File: config.mk
export PLATFORM = sky130hd
export DESIGN_NAME = uart_baud_divisor_search
export DESIGN_NICKNAME = d
export VERILOG_FILES = /design/src/hw/rtl/ubds_pkg.sv /design/src/hw/rtl/ubds_front.sv /design/src/hw/rtl/ubds_fifo.sv /design/src/hw/rtl/ubds_divu.sv /design/src/hw/rtl/ubds_back.sv /design/src/hw/rtl/uart_baud_divisor_search.sv
export SDC_FILE = /design/constraint.sdc
export NUM_CORES = 2
export LEC_CHECK = 0
export BUFFER_PORTS_ARGS = -buffer_cell sky130_fd_sc_hd__buf_2
export CORE_MARGIN = 2
export CORE_UTILIZATION = 42
export DETAILED_ROUTE_END_ITERATION = 10
export PLACE_DENSITY = 0.61
export SKIP_CTS_REPAIR_TIMING = 1
export SYNTH_ARGS = -nofsm -noshare
export SYNTH_HDL_FRONTEND = slang
export SYNTH_SLANG_ARGS = --single-unit
File: constraint.sdc
create_clock -name aclk -period 12.5 [get_ports aclk]
set_clock_uncertainty 0.2 [all_clocks]
set_input_delay 1.25 -clock aclk [delete_from_list [all_inputs] [get_ports aclk]]
set_output_delay 1.25 -clock aclk [all_outputs]
set_load 0.005 [all_outputs]
File: src/hw/rtl/ubds_pkg.sv
`timescale 1ns / 1ps
`default_nettype none
// ----------------------------------------------------------------------------
// ubds_pkg: shared types and constants of the baud divisor search
// Status codes, field widths and the front-to-back command record.
// ----------------------------------------------------------------------------
package ubds_pkg;

    localparam int KhzW   = 16;
    localparam int BaudW  = 24;
    localparam int ClkW   = 26;   // khz*1000 < 2^26
    localparam int OsrW   = 6;
    localparam int SbrW   = 13;
    localparam int StW    = 2;

    localparam logic [KhzW-1:0] ClkMinKhz = 16'd32;
    localparam logic [KhzW-1:0] ClkMaxKhz = 16'd50000;
    localparam logic [OsrW-1:0] OsrFirst  = 6'd4;
    localparam logic [OsrW-1:0] OsrLast   = 6'd32;
    localparam logic [OsrW-1:0] EdgeLast  = 6'd8;

    localparam logic [StW-1:0] ST_OK        = 2'd0;
    localparam logic [StW-1:0] ST_BAD_CLOCK = 2'd1;
    localparam logic [StW-1:0] ST_BAD_DEV   = 2'd2;
    localparam logic [StW-1:0] ST_ZERO_BAUD = 2'd3;

    localparam int FifoDepthDef = 2;

    // classified item handed from front to back
    typedef struct packed {
        logic             search;   // 1: run the ratio search
        logic [StW-1:0]   status;   // early status when no search
        logic [ClkW-1:0]  clk;
        logic [BaudW-1:0] baud;
    } ubds_cmd_t;

endpackage : ubds_pkg
`default_nettype wire

File: src/hw/rtl/ubds_front.sv
`timescale 1ns / 1ps
`default_nettype none
// ----------------------------------------------------------------------------
// ubds_front: input classification
// Checks the clock range and zero baud, scales the clock to Hz.
// ----------------------------------------------------------------------------
module ubds_front
    import ubds_pkg::*;
(
    input  wire logic             aclk,
    input  wire logic             aresetn,
    input  wire logic             s_valid,
    output logic                  s_ready,
    input  wire logic [KhzW-1:0]  s_clock_khz,
    input  wire logic [BaudW-1:0] s_wanted_baud,
    output logic                  cmd_valid,
    input  wire logic             cmd_ready,
    output ubds_cmd_t             cmd
);
    logic      valid_reg;
    ubds_cmd_t cmd_reg;
    ubds_cmd_t cmd_next;

    always_comb begin
        cmd_next        = '0;
        cmd_next.clk    = ClkW'({10'd0, s_clock_khz} * 26'd1000);
        cmd_next.baud   = s_wanted_baud;
        if (s_clock_khz < ClkMinKhz || s_clock_khz > ClkMaxKhz) begin
            cmd_next.status = ST_BAD_CLOCK;
        end else if (s_wanted_baud == '0) begin
            cmd_next.status = ST_ZERO_BAUD;
        end else begin
            cmd_next.search = 1'b1;
            cmd_next.status = ST_OK;
        end
    end

    assign s_ready   = !valid_reg || cmd_ready;
    assign cmd_valid = valid_reg;
    assign cmd       = cmd_reg;

    always_ff @(posedge aclk) begin
        if (!aresetn) begin
            valid_reg <= 1'b0;
        end else if (s_ready) begin
            valid_reg <= s_valid;
        end
        if (s_valid && s_ready) begin
            cmd_reg <= cmd_next;
        end
    end
endmodule : ubds_front
`default_nettype wire

File: src/hw/rtl/ubds_fifo.sv
`timescale 1ns / 1ps
`default_nettype none
// ----------------------------------------------------------------------------
// ubds_fifo: command queue
// Small register queue between classification and search.
// ----------------------------------------------------------------------------
module ubds_fifo
    import ubds_pkg::*;
#(
    parameter int Depth = FifoDepthDef
) (
    input  wire logic      aclk,
    input  wire logic      aresetn,
    input  wire logic      in_valid,
    output logic           in_ready,
    input  wire ubds_cmd_t in_cmd,
    output logic           out_valid,
    input  wire logic      out_ready,
    output ubds_cmd_t      out_cmd
);
    localparam int AW = (Depth > 1) ? $clog2(Depth) : 1;

    ubds_cmd_t          mem [Depth];
    logic [AW-1:0]      wr_reg, rd_reg;
    logic [AW:0]        cnt_reg;
    logic               push, pop;

    assign in_ready  = (cnt_reg != (AW+1)'(Depth));
    assign out_valid = (cnt_reg != '0);
    assign out_cmd   = mem[rd_reg];
    assign push      = in_valid && in_ready;
    assign pop       = out_valid && out_ready;

    always_ff @(posedge aclk) begin
        if (!aresetn) begin
            wr_reg  <= '0;
            rd_reg  <= '0;
            cnt_reg <= '0;
        end else begin
            if (push) begin
                wr_reg <= (wr_reg == AW'(Depth-1)) ? '0 : wr_reg + 1'b1;
            end
            if (pop) begin
                rd_reg <= (rd_reg == AW'(Depth-1)) ? '0 : rd_reg + 1'b1;
            end
            cnt_reg <= cnt_reg + (AW+1)'(push) - (AW+1)'(pop);
        end
        if (push) begin
            mem[wr_reg] <= in_cmd;
        end
    end
endmodule : ubds_fifo
`default_nettype wire

File: src/hw/rtl/ubds_divu.sv
`timescale 1ns / 1ps
`default_nettype none
// ----------------------------------------------------------------------------
// ubds_divu: radix-2 unsigned divider
// Restoring divide of a 26-bit dividend, one quotient bit per cycle.
// ----------------------------------------------------------------------------
module ubds_divu
    import ubds_pkg::*;
(
    input  wire logic             aclk,
    input  wire logic             aresetn,
    input  wire logic             start,
    input  wire logic [ClkW-1:0]  dividend,
    input  wire logic [31:0]      divisor,
    output logic                  done,
    output logic [ClkW-1:0]       quotient
);
    localparam int CW = $clog2(ClkW + 1);

    logic [ClkW-1:0] q_reg;
    logic [32:0]     r_reg;
    logic [31:0]     d_reg;
    logic [CW-1:0]   cnt_reg;
    logic            busy_reg, done_reg;
    logic [32:0]     shifted, diff;

    assign shifted  = {r_reg[31:0], q_reg[ClkW-1]};
    assign diff     = shifted - {1'b0, d_reg};
    assign done     = done_reg;
    assign quotient = q_reg;

    always_ff @(posedge aclk) begin
        if (!aresetn) begin
            busy_reg <= 1'b0;
            done_reg <= 1'b0;
            cnt_reg  <= '0;
        end else begin
            done_reg <= 1'b0;
            if (start) begin
                busy_reg <= 1'b1;
                cnt_reg  <= CW'(ClkW);
            end else if (busy_reg) begin
                cnt_reg <= cnt_reg - 1'b1;
                if (cnt_reg == CW'(1)) begin
                    busy_reg <= 1'b0;
                    done_reg <= 1'b1;
                end
            end
        end
        if (start) begin
            q_reg <= dividend;
            r_reg <= '0;
            d_reg <= divisor;
        end else if (busy_reg) begin
            if (!diff[32]) begin
                r_reg <= diff;
                q_reg <= {q_reg[ClkW-2:0], 1'b1};
            end else begin
                r_reg <= shifted;
                q_reg <= {q_reg[ClkW-2:0], 1'b0};
            end
        end
    end
endmodule : ubds_divu
`default_nettype wire

File: src/hw/rtl/ubds_back.sv
`timescale 1ns / 1ps
`default_nettype none
// ----------------------------------------------------------------------------
// ubds_back: ratio search engine
// Walks ratios 4..32 with a shared divider, keeps the best, holds result.
// ----------------------------------------------------------------------------
module ubds_back
    import ubds_pkg::*;
(
    input  wire logic            aclk,
    input  wire logic            aresetn,
    input  wire logic            cmd_valid,
    output logic                 cmd_ready,
    input  wire ubds_cmd_t       cmd,
    output logic                 m_valid,
    input  wire logic            m_ready,
    output logic [OsrW-1:0]      m_oversample_ratio,
    output logic [SbrW-1:0]      m_divisor,
    output logic                 m_both_edge,
    output logic [1:0]           m_status
);
    typedef enum logic [2:0] {
        S_IDLE, S_MUL1, S_DIV1, S_MUL2, S_DIV2, S_CMP, S_THR, S_OUT
    } state_t;

    state_t          state_reg;
    logic [ClkW-1:0] clk_reg;
    logic [BaudW-1:0] baud_reg;
    logic [OsrW-1:0] osr_reg, best_osr_reg;
    logic [ClkW-1:0] sbr_reg, best_sbr_reg, got_reg;
    logic [BaudW:0]  best_diff_reg;
    logic            found_reg;
    logic [31:0]     prod_reg;
    logic            div_start_reg;
    logic            div_done;
    logic [ClkW-1:0] quot;
    logic [BaudW:0]  diff;
    logic [55:0]     recip_prod;
    logic [17:0]     baud_div100;
    logic [BaudW:0]  thr;
    logic [BaudW:0]  thr_reg;
    logic            out_v_reg;
    logic [OsrW-1:0] o_osr_reg;
    logic [SbrW-1:0] o_sbr_reg;
    logic            o_edge_reg;
    logic [1:0]      o_st_reg;

    ubds_divu u_div (
        .aclk     (aclk),
        .aresetn  (aresetn),
        .start    (div_start_reg),
        .dividend (clk_reg),
        .divisor  (prod_reg),
        .done     (div_done),
        .quotient (quot)
    );

    assign diff = ({1'b0, got_reg[BaudW-1:0]} > {1'b0, baud_reg} || got_reg[ClkW-1:BaudW] != '0)
                ? (BaudW+1)'(got_reg - ClkW'(baud_reg))
                : (BaudW+1)'(baud_reg - got_reg[BaudW-1:0]);
    // baud/100 by reciprocal multiply (exact for any 24-bit baud), times 3
    assign recip_prod  = {32'd0, baud_reg} * 56'h51EB851F;
    assign baud_div100 = recip_prod[54:37];
    assign thr         = {6'd0, baud_div100, 1'b0} + {7'd0, baud_div100};

    assign cmd_ready          = (state_reg == S_IDLE) && (!out_v_reg || m_ready);
    assign m_valid            = out_v_reg;
    assign m_oversample_ratio = o_osr_reg;
    assign m_divisor          = o_sbr_reg;
    assign m_both_edge        = o_edge_reg;
    assign m_status           = o_st_reg;

    always_ff @(posedge aclk) begin
        if (!aresetn) begin
            state_reg     <= S_IDLE;
            out_v_reg     <= 1'b0;
            div_start_reg <= 1'b0;
        end else begin
            div_start_reg <= 1'b0;
            if (out_v_reg && m_ready) begin
                out_v_reg <= 1'b0;
            end
            case (state_reg)
                S_IDLE: begin
                    if (cmd_valid && cmd_ready) begin
                        if (cmd.search) begin
                            clk_reg   <= cmd.clk;
                            baud_reg  <= cmd.baud;
                            osr_reg   <= OsrFirst;
                            found_reg <= 1'b0;
                            state_reg <= S_MUL1;
                        end else begin
                            out_v_reg  <= 1'b1;
                            o_osr_reg  <= '0;
                            o_sbr_reg  <= '0;
                            o_edge_reg <= 1'b0;
                            o_st_reg   <= cmd.status;
                        end
                    end
                end
                S_MUL1: begin
                    prod_reg      <= {8'd0, baud_reg} * {26'd0, osr_reg};
                    div_start_reg <= 1'b1;
                    state_reg     <= S_DIV1;
                end
                S_DIV1: begin
                    if (div_done) begin
                        sbr_reg   <= quot;
                        state_reg <= (quot == '0) ? S_CMP : S_MUL2;
                    end
                end
                S_MUL2: begin
                    prod_reg      <= 32'(sbr_reg * osr_reg);
                    div_start_reg <= 1'b1;
                    state_reg     <= S_DIV2;
                end
                S_DIV2: begin
                    if (div_done) begin
                        got_reg   <= quot;
                        state_reg <= S_CMP;
                    end
                end
                S_CMP: begin
                    if (sbr_reg != '0 && (!found_reg || diff <= best_diff_reg)) begin
                        found_reg     <= 1'b1;
                        best_diff_reg <= diff;
                        best_osr_reg  <= osr_reg;
                        best_sbr_reg  <= sbr_reg;
                    end
                    if (osr_reg == OsrLast) begin
                        thr_reg   <= thr;
                        state_reg <= S_THR;
                    end else begin
                        osr_reg   <= osr_reg + 1'b1;
                        state_reg <= S_MUL1;
                    end
                end
                S_THR: begin
                    if (!out_v_reg || m_ready) begin
                        out_v_reg <= 1'b1;
                        state_reg <= S_IDLE;
                        if (!found_reg || best_diff_reg >= thr_reg) begin
                            o_osr_reg  <= '0;
                            o_sbr_reg  <= '0;
                            o_edge_reg <= 1'b0;
                            o_st_reg   <= ST_BAD_DEV;
                        end else begin
                            o_osr_reg  <= best_osr_reg;
                            o_sbr_reg  <= best_sbr_reg[SbrW-1:0];
                            o_edge_reg <= (best_osr_reg <= EdgeLast);
                            o_st_reg   <= ST_OK;
                        end
                    end
                end
                default: state_reg <= S_IDLE;
            endcase
        end
    end
endmodule : ubds_back
`default_nettype wire

File: src/hw/rtl/uart_baud_divisor_search.sv
`timescale 1ns / 1ps
`default_nettype none
// ----------------------------------------------------------------------------
// uart_baud_divisor_search: UART oversampling ratio and divisor selection
//
// Input item (s_valid/s_ready): source clock in kHz and wanted baud.
// Result item (m_valid/m_ready): ratio, 13-bit divisor, both-edge flag,
// status (ok, clock out of range, deviation >= 3 %, zero baud).
// The front registers and classifies each item and pushes it into a
// small queue; the back runs the search over ratios 4..32 with one
// shared radix-2 divider (up to two divides per ratio; the second is
// skipped when the first quotient is zero). Rejected items skip the
// search. The back's single divider sets the rate.
// Reset (aresetn low, synchronous) empties the queue and drops any item
// in flight. A stalled receiver holds the result in the output register;
// the front keeps taking items until the queue fills.
// ----------------------------------------------------------------------------
module uart_baud_divisor_search
    import ubds_pkg::*;
#(
    parameter int FifoDepth = FifoDepthDef
) (
    input  wire logic             aclk,
    input  wire logic             aresetn,
    input  wire logic             s_valid,
    output logic                  s_ready,
    input  wire logic [15:0]      s_clock_khz,
    input  wire logic [23:0]      s_wanted_baud,
    output logic                  m_valid,
    input  wire logic             m_ready,
    output logic [5:0]            m_oversample_ratio,
    output logic [12:0]           m_divisor,
    output logic                  m_both_edge,
    output logic [1:0]            m_status
);
    logic      f_valid, f_ready, q_valid, q_ready;
    ubds_cmd_t f_cmd, q_cmd;

    ubds_front u_front (
        .aclk, .aresetn, .s_valid, .s_ready, .s_clock_khz, .s_wanted_baud,
        .cmd_valid (f_valid), .cmd_ready (f_ready), .cmd (f_cmd)
    );

    ubds_fifo #(.Depth(FifoDepth)) u_fifo (
        .aclk, .aresetn,
        .in_valid (f_valid), .in_ready (f_ready), .in_cmd (f_cmd),
        .out_valid (q_valid), .out_ready (q_ready), .out_cmd (q_cmd)
    );

    ubds_back u_back (
        .aclk, .aresetn,
        .cmd_valid (q_valid), .cmd_ready (q_ready), .cmd (q_cmd),
        .m_valid, .m_ready, .m_oversample_ratio, .m_divisor,
        .m_both_edge, .m_status
    );

    a_ok_ratio: assert property (@(posedge aclk) disable iff (!aresetn)
        m_valid && m_status == ST_OK |-> m_oversample_ratio >= OsrFirst &&
        m_oversample_ratio <= OsrLast)
        else $error("ok result with ratio out of range");
    a_err_zero: assert property (@(posedge aclk) disable iff (!aresetn)
        m_valid && m_status != ST_OK |-> m_oversample_ratio == '0 && m_divisor == '0)
        else $error("error result carries nonzero fields");
    a_edge: assert property (@(posedge aclk) disable iff (!aresetn)
        m_valid |-> m_both_edge == (m_status == ST_OK && m_oversample_ratio <= EdgeLast))
        else $error("both_edge flag mismatch");
endmodule : uart_baud_divisor_search
`default_nettype wire
==> metrics.md <==
| Metric | Value |
|---|---|
| Status | `finished with violations` |
| Failing checks | `DRC` |
| Ys flop type | `edfxtp_1` |
| Most frequent cell after synthesis | `inv_1` |
| Share of flip-flops with an asynchronous set or reset | `0%` |
| Worst-skew pair later-pin latency | `around 0.63 ns` |
| Syn Std Cell Area | `0.04469 sq mm` |
| Antenna viol nets, final | `0` |
| RSZ-0062 raised after global routing | `false` |
| Synth-to-Final Area Change | `9.250%` |
| Max clock buf depth | `3` |
| I/O Buffers | `67` |
| Largest net degree at the start of global routing | `between 70 and 80` |
| FMAX | `99.70 MHz` |
| Syn Area/Cell | `10.70 sq um` |
| Max-slew violations | `0` |
| CTS Root Cell | `clkbuf_16` |
| DP Area | `approximately 0.047 sq mm` |
| Sink Count | `482` |
| Fin. Hold Viols | `0` |
| Max_slew headroom | `21.65%` |
| Yosys warns | `0` |
| H-Tree Depth | `2` |
| Worst-margin pin slew | `1.170 ns` |
| Vias in the first global route | `30320` |
| Antenna violations before repair | `2` |
| Gr usage total | `21.01%` |
| Die height | `330.2 um` |
| Most common cell on crit path | `fa_1` |
| Kind of critical path | `reg -> reg` |
| Fin crit period | `10.03 ns` |
| First DRT Iteration DRCs | `1930` |
| CTS clk-pin slew, worst paths | `0.07 ns` |
| Initial Util | `42.40%` |
| Layout Nets | `around 5300` |
| Fill cells | `9882` |
| Via count of the routed design | `between 20000 and 30000` |
| Post-synth top area cell | `edfxtp_1` |
| Area fraction of the dominant cell type after synthesis | `29.03%` |
| Share of cells above drive strength 1 | `7.239%` |
| Critical-path top delay cell | `edfxtp_1` |
| Post-synthesis cell count | `4176` |
| DIE WIDTH | `~330 um` |
| Row count | `119` |
| Synth unique cells | `78` |
| Final Cell Area | `0.04883 sq mm` |
| Max reg flops | `100` |
| Remaining DRCs | `5` |
| Total global routing overflow | `0` |
| CTS Buf Count | `55` |
| Ant diodes | `0` |
| I/O Pins | `roughly 70` |
| Synthesis-stage register bit count | `~480` |
| Hold crit path type | `reg -> reg` |
| Finish-stage setup viols | `0` |
| DP Wirelength | `89730 um` |
| Setup TNS | `0 ns` |
| Die footprint | `0.1090 sq mm` |
| Commonest cells post-synth | `inv_1 (832), ha_1 (553), fa_1 (497)` |
| Arrival @ worst endpoint | `10.19 ns` |
| Syn_nets | `between 5000 and 6000` |
| Final GP Congestion | `0.9604` |
| Number of max-cap violations | `0` |
| Post-synth EDFFs | `432` |
| CP max FO | `13` |
| First-pass GRT wire length | `roughly 180000 um` |
| CTS tree | `done` |
| Top cells by area, synth | `edfxtp_1 (29%), fa_1 (22%), ha_1 (15%)` |
| Register area share after synthesis | `around 31%` |
| Worst Setup End Kind | `register` |
| Final worst path period share | `between 80% and 90%` |
| Final WL | `about 110000 um` |
| CP max stage delay | `0.71 ns` |
| Required time worst endpoint | `12.66 ns` |
| CP startpoint kind | `register` |
| Via/cell ratio | `5.193` |
| DR pass1 iterations | `8` |
| Core region area | `0.1054 sq mm` |
| Drt wl/cell | `between 15 and 20 um` |
## critical path: cells and delay by family (launching register included)
family,cells,cell delay [ns]
AOI/OAI and AO/OA,15,3.50
xor gates and xnor gates,1,0.17
adders and majority gates,9,4.39
buffers and inverters,6,0.46
DFF,1,0.71
and+or+nand+nor,3,0.33
## per-layer routing
layer | share of wire, % | vias up | GRT usage (%) | wire (um)
met5 | 0 | - | 0 | 0
li1 | - | 14010 | - | -
met2 | 44 | 788 | 32.72 | 49080
met4 | 2.7 | 0 | 5.528 | 3040
met1 | 47 | 14600 | 30.33 | 52030
met3 | 6.2 | 139 | 3.597 | 6932
## cells by family after synthesis
family,synth area share [%]
compound gates,8.578
xor+xnor,3.152
fa+ha+maj,37.74
buf+inv,7.808
flops,31.27
mux,2.466
simple gates,8.984
## layout by cell type (no fill, tap or decap), types with 23 or more instances in the layout
| cell | netlist | routed |
|---|---|---|
| nand4_1 | 30 | 30 |
| and3_1 | 36 | 35 |
| mux2_2 | 73 | 73 |
| a21oi_1 | 164 | 164 |
| xor2_1 | 62 | 62 |
| a211oi_1 | 36 | 34 |
| nor3_1 | 28 | 25 |
| nor2b_1 | 27 | 27 |
| nand2_1 | 420 | 420 |
| nand2b_1 | 23 | 23 |
| mux2i_1 | 28 | 28 |
| ha_1 | 553 | 553 |
| nand3_1 | 36 | 36 |
| edfxtp_1 | 432 | 432 |
| buf_4 | 2 | 43 |
| o21a_1 | 36 | 36 |
| inv_1 | 832 | 832 |
| a21o_1 | 102 | 102 |
| nor4_1 | 26 | 26 |
| o21ai_0 | 92 | 91 |
| clkbuf_16 | 0 | 55 |
| fa_1 | 497 | 497 |
| dfxtp_1 | 50 | 47 |
| xnor2_1 | 97 | 97 |
| buf_2 | 2 | 67 |
| and2_1 | 39 | 39 |
| nor2_1 | 159 | 158 |
## cell type report
cell class              instances  area (sq um)  area share [%]
well taps                    1391          1740           3.565
inverters                     833          3127           6.404
flip-flops and latches        482         13980           28.63
multi-input cells            2767         27320           55.95
clock inverters                33         535.5           1.097
clock buffers                  71          1466           3.003
repair buffers                110         658.1           1.348
## per-stage QoR
stage / hold slack (ns) / worst slack, ns / util, % / cells
after floorplan: 0.2003 / 3.412 / - / 4176
after global placement: 0.2018 / 2.698 / 44.42 / 5583
after detailed placement: 0.2045 / 2.568 / 44.42 / 5583
after CTS: 0.2206 / 2.511 / 46.32 / 5687
after global routing: 0.2225 / 1.977 / 46.32 / 5687
final: 0.2124 / 2.470 / 46.32 / 5687
## path summary, 6_finish.rpt
path                                                    endpoint  slack, ns  cells past startpoint                     startpoint
worst max register to register      u_back.thr_reg[19]$_DFFE_PP_       2.47                     34  u_back.baud_reg[21]$_DFFE_PP_
worst min register to register  u_back.u_div.d_reg[24]$_DFFE_PP_       0.21                      0  u_back.prod_reg[24]$_DFFE_PP_
worst max-delay path                u_back.thr_reg[19]$_DFFE_PP_       2.47                     34  u_back.baud_reg[21]$_DFFE_PP_
worst min-delay path            u_back.u_div.d_reg[24]$_DFFE_PP_       0.21                      0  u_back.prod_reg[24]$_DFFE_PP_
Power is not shown: default switching activity piles up to over one toggle a cycle in this logic, so the estimate is an artifact.
